### src/rtl/core/lrs_pkg.sv
// ----------------------------------------------------------------------------
// lrs_pkg
// Types and codes shared by the link retry supervisor modules.
// ----------------------------------------------------------------------------
package lrs_pkg;

  localparam int CTX_COUNT   = 32;
  localparam int CTX_IDX_W   = $clog2(CTX_COUNT);
  localparam int FIELD_KEY_W = 32;
  localparam int QUEUE_DEPTH = 2;
  localparam int QPTR_W      = $clog2(QUEUE_DEPTH);

  localparam logic [3:0] MAX_RETRIES_RST = 4'd4;

  // command codes on the input channel
  localparam logic [1:0] CMD_REGISTER = 2'd0;
  localparam logic [1:0] CMD_EVENT    = 2'd1;
  localparam logic [1:0] CMD_LOOKUP   = 2'd2;
  localparam logic [1:0] CMD_QUERY    = 2'd3;

  // link states
  localparam logic [2:0] LS_IDLE  = 3'd0;
  localparam logic [2:0] LS_CONN  = 3'd1;
  localparam logic [2:0] LS_READY = 3'd2;
  localparam logic [2:0] LS_TF    = 3'd3;
  localparam logic [2:0] LS_SHUT  = 3'd4;

  // context phases
  localparam logic [1:0] PH_FREE = 2'd0;
  localparam logic [1:0] PH_INIT = 2'd1;
  localparam logic [1:0] PH_EST  = 2'd2;

  // result event codes
  localparam logic [3:0] EV_NONE     = 4'd0;
  localparam logic [3:0] EV_UP       = 4'd1;
  localparam logic [3:0] EV_REGFAIL  = 4'd2;
  localparam logic [3:0] EV_FULL     = 4'd3;
  localparam logic [3:0] EV_TEMPDOWN = 4'd4;
  localparam logic [3:0] EV_RECOVER  = 4'd5;
  localparam logic [3:0] EV_DOWN     = 4'd6;
  localparam logic [3:0] EV_BUSY     = 4'd7;
  localparam logic [3:0] EV_HIT      = 4'd8;
  localparam logic [3:0] EV_MISS     = 4'd9;

  typedef struct packed {
    logic [1:0]             command;
    logic [4:0]             channel;
    logic [FIELD_KEY_W-1:0] node_key;
    logic [2:0]             link_state;
    logic [4:0]             slot_index;
  } in_item_t;

  typedef struct packed {
    logic [3:0]             event_res;
    logic [4:0]             slot;
    logic [FIELD_KEY_W-1:0] result_key;
    logic                   alive;
    logic [5:0]             alive_count;
  } out_item_t;

  // classified operation handed from front to back
  typedef enum logic [2:0] {
    OP_REG  = 3'd0,
    OP_EVT  = 3'd1,
    OP_LOOK = 3'd2,
    OP_QRY  = 3'd3,
    OP_NOP  = 3'd4
  } op_kind_t;

  typedef struct packed {
    op_kind_t               kind;
    logic [CTX_IDX_W-1:0]   channel;
    logic [FIELD_KEY_W-1:0] node_key;
    logic [2:0]             link_state;
    logic [4:0]             slot_index;
  } op_t;

  typedef struct packed {
    logic full;
    logic empty;
  } q_stat_t;

endpackage

### src/rtl/core/lrs_front.sv
// ----------------------------------------------------------------------------
// lrs_front
// Accepts input transfers, classifies the command and masks the key.
// ----------------------------------------------------------------------------
module lrs_front #(
  parameter int KEY_BITS = 32
) (
  input  logic             in_valid,
  output logic             in_stall,
  input  lrs_pkg::in_item_t in_item,
  input  lrs_pkg::q_stat_t q_stat,
  output logic             q_push,
  output lrs_pkg::op_t     q_op
);
  import lrs_pkg::*;

  localparam int KW = (KEY_BITS < FIELD_KEY_W) ? KEY_BITS : FIELD_KEY_W;

  logic [FIELD_KEY_W-1:0] key_mask;

  assign key_mask = FIELD_KEY_W'({KW{1'b1}});
  assign in_stall = q_stat.full;
  assign q_push   = in_valid && !q_stat.full;

  always_comb begin
    q_op.channel    = in_item.channel;
    q_op.node_key   = in_item.node_key & key_mask;
    q_op.link_state = in_item.link_state;
    q_op.slot_index = in_item.slot_index;
    case (in_item.command)
      CMD_REGISTER: q_op.kind = OP_REG;
      // an unknown link state is a no-op
      CMD_EVENT:    q_op.kind = (in_item.link_state > LS_SHUT) ? OP_NOP : OP_EVT;
      CMD_LOOKUP:   q_op.kind = OP_LOOK;
      CMD_QUERY:    q_op.kind = OP_QRY;
      default:      q_op.kind = OP_NOP;
    endcase
  end

endmodule

### src/rtl/core/lrs_queue.sv
// ----------------------------------------------------------------------------
// lrs_queue
// Short FIFO of classified operations between front and back.
// ----------------------------------------------------------------------------
module lrs_queue (
  input  logic             clk,
  input  logic             rst_n,
  input  logic             push,
  input  lrs_pkg::op_t     push_op,
  input  logic             pop,
  output lrs_pkg::op_t     head_op,
  output lrs_pkg::q_stat_t stat
);
  import lrs_pkg::*;

  op_t               mem_r [QUEUE_DEPTH];
  logic [QPTR_W-1:0] wr_ptr_r, wr_ptr_nxt;
  logic [QPTR_W-1:0] rd_ptr_r, rd_ptr_nxt;
  logic [QPTR_W:0]   cnt_r, cnt_nxt;
  logic              do_push, do_pop;

  assign stat.full  = (cnt_r == (QPTR_W+1)'(QUEUE_DEPTH));
  assign stat.empty = (cnt_r == '0);
  assign head_op    = mem_r[rd_ptr_r];
  assign do_push    = push && !stat.full;
  assign do_pop     = pop && !stat.empty;

  always_comb begin
    wr_ptr_nxt = do_push ? wr_ptr_r + 1'b1 : wr_ptr_r;
    rd_ptr_nxt = do_pop ? rd_ptr_r + 1'b1 : rd_ptr_r;
    cnt_nxt    = cnt_r;
    if (do_push && !do_pop) begin
      cnt_nxt = cnt_r + 1'b1;
    end else if (do_pop && !do_push) begin
      cnt_nxt = cnt_r - 1'b1;
    end
  end

  always_ff @(posedge clk) begin
    if (!rst_n) begin
      wr_ptr_r <= '0;
      rd_ptr_r <= '0;
      cnt_r    <= '0;
    end else begin
      wr_ptr_r <= wr_ptr_nxt;
      rd_ptr_r <= rd_ptr_nxt;
      cnt_r    <= cnt_nxt;
    end
  end

  always_ff @(posedge clk) begin
    if (do_push) begin
      mem_r[wr_ptr_r] <= push_op;
    end
  end

endmodule

### src/rtl/core/lrs_back.sv
// ----------------------------------------------------------------------------
// lrs_back
// Executes operations against the context and slot tables; owns the
// retry limit register and the result register.
// ----------------------------------------------------------------------------
module lrs_back #(
  parameter int SLOTS    = 32,
  parameter int KEY_BITS = 32
) (
  input  logic              clk,
  input  logic              rst_n,
  input  logic              cfg_wr_en,
  input  logic [3:0]        cfg_wr_data,
  input  lrs_pkg::q_stat_t  q_stat,
  input  lrs_pkg::op_t      q_head,
  output logic              q_pop,
  output logic              out_valid,
  input  logic              out_stall,
  output lrs_pkg::out_item_t out_item
);
  import lrs_pkg::*;

  localparam int SW = $clog2(SLOTS);
  localparam int CW = $clog2(SLOTS + 1);
  localparam int KW = (KEY_BITS < FIELD_KEY_W) ? KEY_BITS : FIELD_KEY_W;

  typedef enum logic [1:0] {
    ST_IDLE = 2'b01,
    ST_EXEC = 2'b10
  } bk_state_t;

  bk_state_t   st_r, st_nxt;
  op_t         op_r;
  logic [SLOTS-1:0] match_r, match_nxt;
  logic [SLOTS-1:0] slot_free_r, slot_alive_r;
  logic        free_any_r, free_any_nxt;
  logic [SW-1:0] free_idx_r, free_idx_nxt;
  logic [KW-1:0] slot_key_r [SLOTS];

  logic [1:0]    ctx_phase_r [CTX_COUNT];
  logic [2:0]    ctx_prev_r  [CTX_COUNT];
  logic [3:0]    ctx_retry_r [CTX_COUNT];
  logic [KW-1:0] ctx_key_r   [CTX_COUNT];
  logic [SW-1:0] ctx_slot_r  [CTX_COUNT];

  logic [3:0]    max_retries_r;
  logic [CW-1:0] alive_cnt_r, alive_cnt_nxt;
  logic          out_valid_r;
  out_item_t     out_item_r, out_item_nxt;

  // current context view
  logic [1:0]    cur_ph;
  logic [2:0]    cur_prev;
  logic [3:0]    cur_retry;
  logic [KW-1:0] cur_key;
  logic [SW-1:0] cur_slot;
  logic          retry_ok;

  // table write controls
  logic [1:0]    ph_nxt;
  logic [2:0]    prev_nxt;
  logic [3:0]    retry_nxt;
  logic          ctx_key_wr, ctx_slot_wr;
  logic          slot_wr, slot_key_wr;
  logic [SW-1:0] sidx;
  logic          free_val, alive_val, old_alive;
  logic          keep;

  logic          hit_any;
  logic [SW-1:0] hit_idx;
  logic [8:0]    q_wide;
  logic [SW-1:0] q_idx;
  logic          q_in_range;
  logic [8:0]    sidx_wide, hit_wide, cnt_wide;
  logic          out_free, exec;

  assign out_valid = out_valid_r;
  assign out_item  = out_item_r;
  assign out_free  = !out_valid_r || !out_stall;
  assign q_pop     = (st_r == ST_IDLE) && !q_stat.empty && out_free;
  assign exec      = (st_r == ST_EXEC);

  // search cycle: per-slot key compare and lowest free slot
  always_comb begin
    free_any_nxt = 1'b0;
    free_idx_nxt = '0;
    for (int s = 0; s < SLOTS; s++) begin
      match_nxt[s] = !slot_free_r[s] && (slot_key_r[s] == q_head.node_key[KW-1:0]);
    end
    for (int s = SLOTS - 1; s >= 0; s--) begin
      if (slot_free_r[s]) begin
        free_any_nxt = 1'b1;
        free_idx_nxt = SW'(s);
      end
    end
  end

  always_comb begin
    hit_any = |match_r;
    hit_idx = '0;
    for (int s = SLOTS - 1; s >= 0; s--) begin
      if (match_r[s]) begin
        hit_idx = SW'(s);
      end
    end
  end

  assign cur_ph    = ctx_phase_r[op_r.channel];
  assign cur_prev  = ctx_prev_r[op_r.channel];
  assign cur_retry = ctx_retry_r[op_r.channel];
  assign cur_key   = ctx_key_r[op_r.channel];
  assign cur_slot  = ctx_slot_r[op_r.channel];
  assign retry_ok  = (cur_retry < max_retries_r);

  assign q_wide     = 9'(op_r.slot_index);
  assign q_idx      = q_wide[SW-1:0];
  assign q_in_range = (q_wide < 9'(SLOTS));
  assign hit_wide   = 9'(hit_idx);

  // execute cycle
  always_comb begin
    ph_nxt      = cur_ph;
    prev_nxt    = cur_prev;
    retry_nxt   = cur_retry;
    ctx_key_wr  = 1'b0;
    ctx_slot_wr = 1'b0;
    slot_wr     = 1'b0;
    slot_key_wr = 1'b0;
    sidx        = cur_slot;
    sidx_wide   = '0;
    free_val    = 1'b0;
    alive_val   = 1'b0;
    keep        = 1'b1;
    out_item_nxt = '0;
    out_item_nxt.event_res = EV_NONE;

    case (op_r.kind)
      OP_REG: begin
        if (cur_ph != PH_FREE) begin
          out_item_nxt.event_res  = EV_BUSY;
          out_item_nxt.result_key = FIELD_KEY_W'(cur_key);
        end else begin
          ph_nxt     = PH_INIT;
          prev_nxt   = LS_IDLE;
          retry_nxt  = 4'd0;
          ctx_key_wr = 1'b1;
          out_item_nxt.result_key = op_r.node_key;
        end
      end
      OP_EVT: begin
        if (cur_ph == PH_INIT) begin
          out_item_nxt.result_key = FIELD_KEY_W'(cur_key);
          if (op_r.link_state == LS_READY) begin
            if (free_any_r) begin
              sidx        = free_idx_r;
              slot_wr     = 1'b1;
              free_val    = 1'b0;
              alive_val   = 1'b1;
              slot_key_wr = 1'b1;
              ctx_slot_wr = 1'b1;
              retry_nxt   = 4'd0;
              ph_nxt      = PH_EST;
              prev_nxt    = LS_READY;
              out_item_nxt.event_res = EV_UP;
              out_item_nxt.alive     = 1'b1;
              sidx_wide              = 9'(free_idx_r);
              out_item_nxt.slot      = sidx_wide[4:0];
            end else begin
              ph_nxt = PH_FREE;
              out_item_nxt.event_res = EV_FULL;
            end
          end else begin
            case (op_r.link_state)
              LS_TF: keep = retry_ok;
              LS_CONN: keep = (cur_prev == LS_CONN) ? retry_ok : 1'b1;
              default: keep = 1'b0;
            endcase
            if (keep && (op_r.link_state == LS_TF ||
                         (op_r.link_state == LS_CONN && cur_prev == LS_CONN))) begin
              retry_nxt = cur_retry + 4'd1;
            end
            if (keep) begin
              prev_nxt = op_r.link_state;
            end else begin
              ph_nxt = PH_FREE;
              out_item_nxt.event_res = EV_REGFAIL;
            end
          end
        end else if (cur_ph != PH_FREE) begin
          // established rules
          slot_wr   = 1'b1;
          free_val  = slot_free_r[cur_slot];
          alive_val = slot_alive_r[cur_slot];
          case (op_r.link_state)
            LS_CONN: begin
              if (cur_prev == LS_CONN) begin
                keep = retry_ok;
                if (retry_ok) retry_nxt = cur_retry + 4'd1;
              end
            end
            LS_IDLE: begin
              alive_val = 1'b0;
              out_item_nxt.event_res = EV_TEMPDOWN;
            end
            LS_READY: begin
              if (cur_prev != LS_READY) begin
                retry_nxt = 4'd0;
                alive_val = 1'b1;
                out_item_nxt.event_res = EV_RECOVER;
              end
            end
            LS_TF: begin
              if (cur_prev == LS_READY) begin
                alive_val = 1'b0;
                out_item_nxt.event_res = EV_TEMPDOWN;
              end else if (cur_prev == LS_CONN || cur_prev == LS_TF) begin
                keep = retry_ok;
                if (retry_ok) retry_nxt = cur_retry + 4'd1;
              end else begin
                keep = 1'b0;
              end
            end
            default: keep = 1'b0;
          endcase
          sidx_wide = 9'(cur_slot);
          out_item_nxt.slot       = sidx_wide[4:0];
          out_item_nxt.result_key = FIELD_KEY_W'(cur_key);
          if (keep) begin
            prev_nxt = op_r.link_state;
            out_item_nxt.alive = alive_val;
          end else begin
            free_val  = 1'b1;
            alive_val = 1'b0;
            ph_nxt    = PH_FREE;
            out_item_nxt.event_res = EV_DOWN;
            out_item_nxt.alive     = 1'b0;
          end
        end
      end
      OP_LOOK: begin
        out_item_nxt.result_key = op_r.node_key;
        if (hit_any) begin
          out_item_nxt.event_res = EV_HIT;
          out_item_nxt.slot      = hit_wide[4:0];
          out_item_nxt.alive     = slot_alive_r[hit_idx];
        end else begin
          out_item_nxt.event_res = EV_MISS;
        end
      end
      OP_QRY: begin
        out_item_nxt.slot = op_r.slot_index;
        if (q_in_range && !slot_free_r[q_idx]) begin
          out_item_nxt.result_key = FIELD_KEY_W'(slot_key_r[q_idx]);
          out_item_nxt.alive      = slot_alive_r[q_idx];
        end
      end
      default: begin
      end
    endcase

    old_alive     = slot_alive_r[sidx];
    alive_cnt_nxt = alive_cnt_r;
    if (slot_wr && alive_val && !old_alive) begin
      alive_cnt_nxt = alive_cnt_r + 1'b1;
    end else if (slot_wr && !alive_val && old_alive) begin
      alive_cnt_nxt = alive_cnt_r - 1'b1;
    end
    cnt_wide = 9'(alive_cnt_nxt);
    out_item_nxt.alive_count = (cnt_wide > 9'd63) ? 6'd63 : cnt_wide[5:0];
  end

  always_comb begin
    st_nxt = st_r;
    case (st_r)
      ST_IDLE: if (q_pop) st_nxt = ST_EXEC;
      ST_EXEC: st_nxt = ST_IDLE;
      default: st_nxt = ST_IDLE;
    endcase
  end

  always_ff @(posedge clk) begin
    if (!rst_n) begin
      st_r          <= ST_IDLE;
      out_valid_r   <= 1'b0;
      max_retries_r <= MAX_RETRIES_RST;
      slot_free_r   <= '1;
      slot_alive_r  <= '0;
      alive_cnt_r   <= '0;
      for (int c = 0; c < CTX_COUNT; c++) begin
        ctx_phase_r[c] <= PH_FREE;
        ctx_prev_r[c]  <= LS_IDLE;
        ctx_retry_r[c] <= 4'd0;
      end
    end else begin
      st_r <= st_nxt;
      if (cfg_wr_en) begin
        max_retries_r <= cfg_wr_data;
      end
      if (exec) begin
        out_valid_r <= 1'b1;
      end else if (out_valid_r && !out_stall) begin
        out_valid_r <= 1'b0;
      end
      if (exec) begin
        ctx_phase_r[op_r.channel] <= ph_nxt;
        ctx_prev_r[op_r.channel]  <= prev_nxt;
        ctx_retry_r[op_r.channel] <= retry_nxt;
        alive_cnt_r               <= alive_cnt_nxt;
        if (slot_wr) begin
          slot_free_r[sidx]  <= free_val;
          slot_alive_r[sidx] <= alive_val;
        end
      end
    end
  end

  always_ff @(posedge clk) begin
    if (q_pop) begin
      op_r       <= q_head;
      match_r    <= match_nxt;
      free_any_r <= free_any_nxt;
      free_idx_r <= free_idx_nxt;
    end
    if (exec) begin
      out_item_r <= out_item_nxt;
      if (ctx_key_wr) begin
        ctx_key_r[op_r.channel] <= op_r.node_key[KW-1:0];
      end
      if (ctx_slot_wr) begin
        ctx_slot_r[op_r.channel] <= sidx;
      end
      if (slot_key_wr) begin
        slot_key_r[sidx] <= cur_key;
      end
    end
  end

endmodule

### src/rtl/core/link_retry_supervisor_slot_table.sv
// ----------------------------------------------------------------------------
// link_retry_supervisor_slot_table
// Link context supervisor with retry limits and a slot table.
// ----------------------------------------------------------------------------
//  channel | ports                         | payload
//  --------+-------------------------------+------------------------------
//  input   | in_valid / in_stall           | in_item  (lrs_pkg::in_item_t)
//  result  | out_valid / out_stall         | out_item (lrs_pkg::out_item_t)
//  config  | cfg_wr_en                     | cfg_wr_data (max_retries)
//
//  In the back unit each item pops the queue and runs the key compare and
//  free-slot search, then executes and loads the result before the next pop.
//  The front takes a transfer whenever the 2-entry queue has room.
//  Synchronous reset frees all contexts and slots at once; no clearing pass.
//  A stalled result holds the back unit; the queue still fills behind it.
module link_retry_supervisor_slot_table #(
  parameter int SLOTS    = 32,
  parameter int KEY_BITS = 32
) (
  input  logic               clk,
  input  logic               rst_n,
  input  logic               cfg_wr_en,
  input  logic [3:0]         cfg_wr_data,
  input  logic               in_valid,
  output logic               in_stall,
  input  lrs_pkg::in_item_t  in_item,
  output logic               out_valid,
  input  logic               out_stall,
  output lrs_pkg::out_item_t out_item
);
  import lrs_pkg::*;

  q_stat_t q_stat;
  logic    q_push, q_pop;
  op_t     q_op, q_head;

  lrs_front #(
    .KEY_BITS (KEY_BITS)
  ) u_front (
    .in_valid (in_valid),
    .in_stall (in_stall),
    .in_item  (in_item),
    .q_stat   (q_stat),
    .q_push   (q_push),
    .q_op     (q_op)
  );

  lrs_queue u_queue (
    .clk     (clk),
    .rst_n   (rst_n),
    .push    (q_push),
    .push_op (q_op),
    .pop     (q_pop),
    .head_op (q_head),
    .stat    (q_stat)
  );

  lrs_back #(
    .SLOTS    (SLOTS),
    .KEY_BITS (KEY_BITS)
  ) u_back (
    .clk         (clk),
    .rst_n       (rst_n),
    .cfg_wr_en   (cfg_wr_en),
    .cfg_wr_data (cfg_wr_data),
    .q_stat      (q_stat),
    .q_head      (q_head),
    .q_pop       (q_pop),
    .out_valid   (out_valid),
    .out_stall   (out_stall),
    .out_item    (out_item)
  );

endmodule
### config.mk
export PLATFORM = sky130hd
export DESIGN_NAME = link_retry_supervisor_slot_table
export DESIGN_NICKNAME = d
export VERILOG_FILES = /design/src/rtl/core/lrs_pkg.sv /design/src/rtl/core/lrs_front.sv /design/src/rtl/core/lrs_queue.sv /design/src/rtl/core/lrs_back.sv /design/src/rtl/core/link_retry_supervisor_slot_table.sv
export SDC_FILE = /design/constraint.sdc
export NUM_CORES = 2
export LEC_CHECK = 0
export BUFFER_PORTS_ARGS = -buffer_cell sky130_fd_sc_hd__buf_4
export CAP_MARGIN = 15
export CORE_MARGIN = 1
export CORE_UTILIZATION = 25
export DETAILED_ROUTE_END_ITERATION = 8
export PLACE_DENSITY_LB_ADDON = 0.08
export SYNTH_ARGS = -nofsm -noshare
export SYNTH_HDL_FRONTEND = slang
export SYNTH_HIERARCHICAL = 1
export SYNTH_SLANG_ARGS = --single-unit
### constraint.sdc
create_clock -name clk -period 7.1 [get_ports clk]
set_input_delay 1.42 -clock clk [delete_from_list [all_inputs] [get_ports clk]]
set_output_delay 1.42 -clock clk [all_outputs]
set_load 0.005 [all_outputs]
* Yosys cells after proc, flatten, opt, wreduce, memory -nomap -nowiden
Memory sizes are Yosys's and may differ from the RTL's. A register that Yosys moved wholly into a read port is not among the register bits.
Cells that the tools add are included.
** Storage, ports and cells
- Logic and storage cells :: 410
- Memory bits (read-only) :: 0
- RAM bits :: 2592
- Flip-flop bits (word level) :: 215
- Latch bits :: 0
- Memories kept :: 7
** Memories
- u_back.ctx_key_r :: depth 32, width 32, rd ports 1, clocked after Yosys merged registers in 1, write ports 1, RTL line lrs_back.sv:43 : logic [KW-1:0] ctx_key_r [CTX_COUNT];
- u_back.slot_key_r :: depth 32, width 32, rd ports 33, clocked after Yosys merged registers in 1, write ports 1, RTL line lrs_back.sv:38 : logic [KW-1:0] slot_key_r [SLOTS];
- u_back.ctx_slot_r :: depth 32, width 5, rd ports 1, clocked after Yosys merged registers in 1, write ports 1, RTL line lrs_back.sv:44 : logic [SW-1:0] ctx_slot_r [CTX_COUNT];
- u_back.ctx_retry_r :: depth 32, width 4, rd ports 1, clocked after Yosys merged registers in 1, write ports 32, RTL line lrs_back.sv:42 : logic [3:0] ctx_retry_r [CTX_COUNT];
- u_back.ctx_prev_r :: depth 32, width 3, rd ports 1, clocked after Yosys merged registers in 1, write ports 32, RTL line lrs_back.sv:41 : logic [2:0] ctx_prev_r [CTX_COUNT];
- u_queue.mem_r :: depth 2, width 48, rd ports 1, clocked after Yosys merged registers in 1, write ports 1, RTL line lrs_queue.sv:16 : op_t mem_r [QUEUE_DEPTH];
- +1 memories
** Operators by class
- Equality and inequality tests :: 49
- Shifts and indexed selects :: 0
- $add $sub $neg :: 7
- Multiply operators :: 0
- Divide/modulo/power cells :: 0
- Bitwise gates (word level) :: 0
- Mux-type cells :: 202
- Reductions and logical operators :: 111
- Order comparisons :: 8
** Operators by type and width (count)
- $eq A32 B32 Y1 :: 32
- $mux W5 :: 64
- $pmux W32 S4 :: 1
- $mux W4 :: 22
- $mux W42 :: 2
- $bwmux W32 :: 2
- $mux W1 :: 58
- $logic_and A1 B1 Y1 :: 48
- $mux W3 :: 16
- $logic_not A1 Y1 :: 41
- $pmux W4 S3 :: 3
- $mux W33 :: 1
- $mux W32 :: 1
- $reduce_or A32 Y1 :: 1
- $reduce_or A31 Y1 :: 1
- $bmux W1 S5 :: 6
- $lt A5 B6 Y1 const B :: 5
- $mux W2 :: 14
- $eq A3 B2 Y1 const B :: 6
- $reduce_or A16 Y1 :: 1
- $pmux W5 S3 :: 1
- $mux W6 :: 2
- $pmux W3 S4 :: 1
- $eq A3 B1 Y1 const B :: 3
- 27 further kinds :: 45

* Logic depth before layout (Yosys ltp)
- Word-level depth :: 36
- Mapped depth :: 24
- Gate-level depth less buffers :: 16

* Modules after synthesis
The synthesis kept the hierarchy.
** Modules (own cells, without submodules)
- lrs_back :: area an instance 120297.9 um^2, cells each 6950, times used 1
- lrs_queue :: area an instance 3697.3 um^2, cells each 174, times used 1
- lrs_front :: area an instance 386.6 um^2, cells each 52, times used 1

* Least setup slack after synthesis
Ideal clock, no wire load.
- Kind :: input port to flip-flop
- Start point :: in out_stall
- End point :: reg u_queue.cnt_r[1]
- Arrival time :: 5.648 ns
- Path slack :: 1.382 ns
- Required time :: 7.030 ns
- Stages :: 7
- Setup time :: 0.070 ns
- Cells stage by stage :: nand2_1 > and3_1 > buf_1 > o21ai_1 > ha_1 > or3_1 > a21boi_1
** Between the ends
- Longest elaborated chain between the ends :: 7
** Ends and longest elaborated chain
- from (decl) :: RTL line link_retry_supervisor_slot_table.sv:28 : input logic out_stall,
- $logic_not A1 Y1 * :: RTL line lrs_back.sv:79 : assign out_free = !out_valid_r || !out_stall;
- $logic_or A1 B1 Y1 * :: RTL line lrs_back.sv:79
- $logic_and A1 B1 Y1 * :: RTL line lrs_back.sv:80 : assign q_pop = (st_r == ST_IDLE) && !q_stat.empty && out_free;
- named net q_pop :: RTL line link_retry_supervisor_slot_table.sv:34 : logic q_push, q_pop;
- $logic_and A1 B1 Y1 * :: RTL line lrs_queue.sv:26 : assign do_pop = pop && !stat.empty;
- $logic_not A1 Y1 :: RTL line lrs_queue.sv:32 : if (do_push && !do_pop) begin
- $logic_and A1 B1 Y1 :: RTL line lrs_queue.sv:32
- $mux W2 or $reduce_bool A2 Y1 (tied branches)
- to (signal assigned) :: RTL line lrs_queue.sv:47 : cnt_r <= cnt_nxt;
- to (decl) :: RTL line lrs_queue.sv:19 : logic [QPTR_W:0] cnt_r, cnt_nxt;
Mark *: on every way through the listed nets, which the timed path passes. The rest lies on a longest branch.
A chain may end at the register's enable or synchronous reset.

==> impl_metrics.yaml <==
run_status:
  outcome: "finished with violations"
  violations: "slew limit"
setup_path:
  worstSetupEndpointType: "register"
  critPathTopFamily: "simple AND/OR/NAND/NOR gates"
  cp_cell_sequence: "buf_12 > mux4_2 > mux4_2 > mux2i_4 > nand4_4 > mux2i_2 > inv_2 > or3_2 > nor2_4 > buf_12"
  critPathMaxStageDelay_ps: 980
  worstPathArrival_ps: 7030
  crit_buf_inv: 3
  path_class: "reg -> reg"
  rrSetupSlack_ps: 700
  cp_max_fo: 41
  reg2reg_depth: 10
  start_kind: "register"
  cpMaxStageDelayCell: "or3_2"
  crit_required_ps: 7730
  r2r-end: "u_back/slot_key_r[14][16]"
die:
  dieArea_um2: 500000
  die_w_um: 707
  rows: 258
  io_pins: 106
  chipHeight_um: 707
  coreArea_um2: 495000
  initial_core_util: 0.252
global_route:
  grt_usage: 0.210
  overflow: 0
  grt_start_max_net_pins: 134
  grt_pass1_vias: 72383
  grt_pass1_wl_mm: 711
  antenna_found_initial: 46
min_path:
  min_from: "u_back/alive_cnt_r[5]"
  hold_path_depth: 2
  min_to: "u_back/alive_cnt_r[5]"
  hold_path.class: "reg -> reg"
synthesis:
  synth_warnings: 6
  ys_types: 87
  synth_fp_nets: 7239
  synth_area_um2: 124000
  synthArstFlopShare: 0
  yosysSeqAreaShare: 0.673
  netlist_instances: 7176
  avgSynthCellArea_um2: 17.3
  ys.flop_type: "edfxtp_1"
  ys_ff_latch: 2818
  synth_enable_flop_cells: 2726
power:
  combPwrFrac: 0.428
  power_switching_mw: 30.5
  pwr-share-seq: 0.326
  switching_share: 0.424
  leakagePower_nw: 45.6
  ir_worst_vdd_v: 0.000453
  intPower_mw: 41.4
  power_density_nw_per_um2: 490
  p_clk_frac: 0.246
drt:
  vias: 71594
  wl_per_cell_um: 37.4
  drc: 0
  drt_iter0_drc: 7614
  ant_nets: 0
  drt-vias-per-instance: 4.97
  first_pass_iters: 6
  wirelength_mm: 539
finish:
  syn_to_final_growth_pct: 17.9
  nets: 7546
  instances_no_fill: 14415
  final_cell_mix: "edfxtp_1 (2,726), mux4_2 (765), xnor2_1 (583)"
  drive_gt1_frac: 0.249
  final_common_cell: "edfxtp_1"
cts:
  postCtsSetupBuffers: 0
  cts_made_buffers: 351
  cts_root_buf: "clkbuf_16"
  insertion_delay_ps: 1000
  clk_pin_slew_worst_paths_ps: 50
  ctsHoldBuffers: 0
  cts_tree: "yes"
  clock_path_buffers: 4
  cts_sinks: 2818
  cts-resized-gates: 0
  cts.htree.levels: 5
timing:
  clock.fmax_ghz: 0.156
  setup_viol: 0
  final.min_clock_period_ps: 6400
  rsz0062_at_grt: "false"
  final_hold_viol_count: 0
  min_period_over_period: 0.902
  skew_ps: 81.8
  relSlewSlack: -0.0140
  setup_tns_ps: 0
  maxSlewViolCount: 24
  tightest_slew_ps: 1520
flow_run:
  maxCapViolations: 0
placed_design:
  place.gp.congestion: 0.877
  dpl.hpwl_mm: 362
  placedCellCount: 13754
  numPortBuffers: 105
-- through the flow --
| stage | hold slack, ps | total power [mW] | setup slack (ps) | utilization | instance area [um^2] |
|---|---|---|---|---|---|
| 6_report | 498 | 71.8 | 698 | 0.297 | 147000 |
| 5_1_grt | 551 | 73.8 | 501 | 0.296 | 147000 |
| 4_1_cts | 507 | 72.5 | 700 | 0.296 | 146000 |
| 3_5_place_dp | 499 | 54.6 | 732 | 0.274 | 135000 |
| 3_3_place_gp | 497 | 54.7 | 871 | 0.274 | 135000 |
| 2_1_floorplan | 452 | 38.0 | 1380 | - | 124000 |
-- power groups by stage --
stage,Combinational [mW],Clock (mW),Sequential [mW]
floorplan,14.8,0,23.3
global placement,30.7,0,24.0
detailed placement,30.7,0,24.0
CTS,30.7,18.1,23.6
global route,31.6,18.7,23.5
finish,30.7,17.7,23.5
-- metal layers --
metal  up-vias  track usage  share of wire
met5         -            0        0.00013
met1     39784        0.297           0.46
met3       520       0.0243          0.045
li1      29001            -              -
met2      2277        0.346           0.47
met4        12       0.0474          0.025
-- flip-flops by register name (all words and copies together) (netlist names), 2 cells and up, named ones only --
name	cells
u_back/slot_alive_r	32
u_back/q_idx	5
u_queue/mem_r	96
u_back/ctx_key_r	1024
u_back/ctx_slot_r	160
u_back/st_r	2
u_back/op_r	43
u_back/slot_key_r	1024
u_queue/cnt_r	2
u_back/ctx_phase_r	64
u_back/match_r	32
u_back/ctx_retry_r	128
u_back/free_idx_r	5
u_back/max_retries_r	4
u_back/slot_free_r	32
u_back/ctx_prev_r	96
u_back/out_item	48
u_back/alive_cnt_r	6
-- synthesized netlist by cell type (all sizes together), types with 6 or more instances --
master,number,area share
a21boi,6,0.00036
nor3b,6,0.00036
a32oi,6,0.00042
dfxtp,92,0.015
a21oi,82,0.0033
mux4,765,0.14
o211ai,69,0.0042
o21ai,70,0.0028
nand4,172,0.0088
inv,42,0.0013
xnor2,583,0.041
edfxtp,2726,0.66
clkbuf,308,0.0093
nor3,32,0.0014
a31oi,8,0.00040
or4,28,0.0017
buf,191,0.0078
mux2i,162,0.013
a22oi,28,0.0017
and2,21,0.0011
or3,13,0.00065
a211oi,15,0.00095
o22ai,12,0.00060
nor4,163,0.0082
xor2,453,0.032
o21bai,8,0.00048
nor2b,16,0.00080
and3,10,0.00050
nand2,226,0.0068
mux2,103,0.0094
ha,7,0.00070
nor2,506,0.015
o311ai,9,0.00063
nand2b,49,0.0025
nand3,113,0.0046
-- cell type report --
class | instances | area [um^2]
Clock buffer | 443 | 9280
Antenna cell | 21 | 52.6
Timing Repair Buffer | 453 | 4110
Sequential cell | 2818 | 83700
Inverter | 44 | 168
Clock inverter | 191 | 1800
Multi-Input combinational cell | 3815 | 39200
Tap cell | 6630 | 8300
Fill cell | 48939 | 348000
-- kinds of logic after synthesis --
| logic type | Yosys count | share of synthesized area |
|---|---|---|
| adder cells (fa/ha/maj) | 7 | 0.000704 |
| buffers and inverters | 543 | 0.0184 |
| flip-flops | 2818 | 0.673 |
| multiplexers | 1030 | 0.161 |
| AND/OR/NAND/NOR | 1377 | 0.0544 |
| XOR/XNOR | 1036 | 0.0730 |
| AO/OA/AOI/OAI | 365 | 0.0195 |
-- worst min-delay path: stages, from the launching register on --
cell and delay (ps):
dfxtp_1 320, o21ai_0 70, a21oi_1 60
-- how the worst max path moves through the flow --
stage	cells past startpoint	endpoint	from
CTS	10	u_back/slot_key_r[14][16]	register
global route	10	u_back/slot_key_r[14][16]	register
global placement	10	u_back/slot_key_r[14][4]	register
finish	10	u_back/slot_key_r[14][16]	register
detailed placement	10	u_back/slot_key_r[14][4]	register
floorplan	7	u_queue/cnt_r[1]	out_stall
No activity file was read; power rests on OpenSTA's default activity.
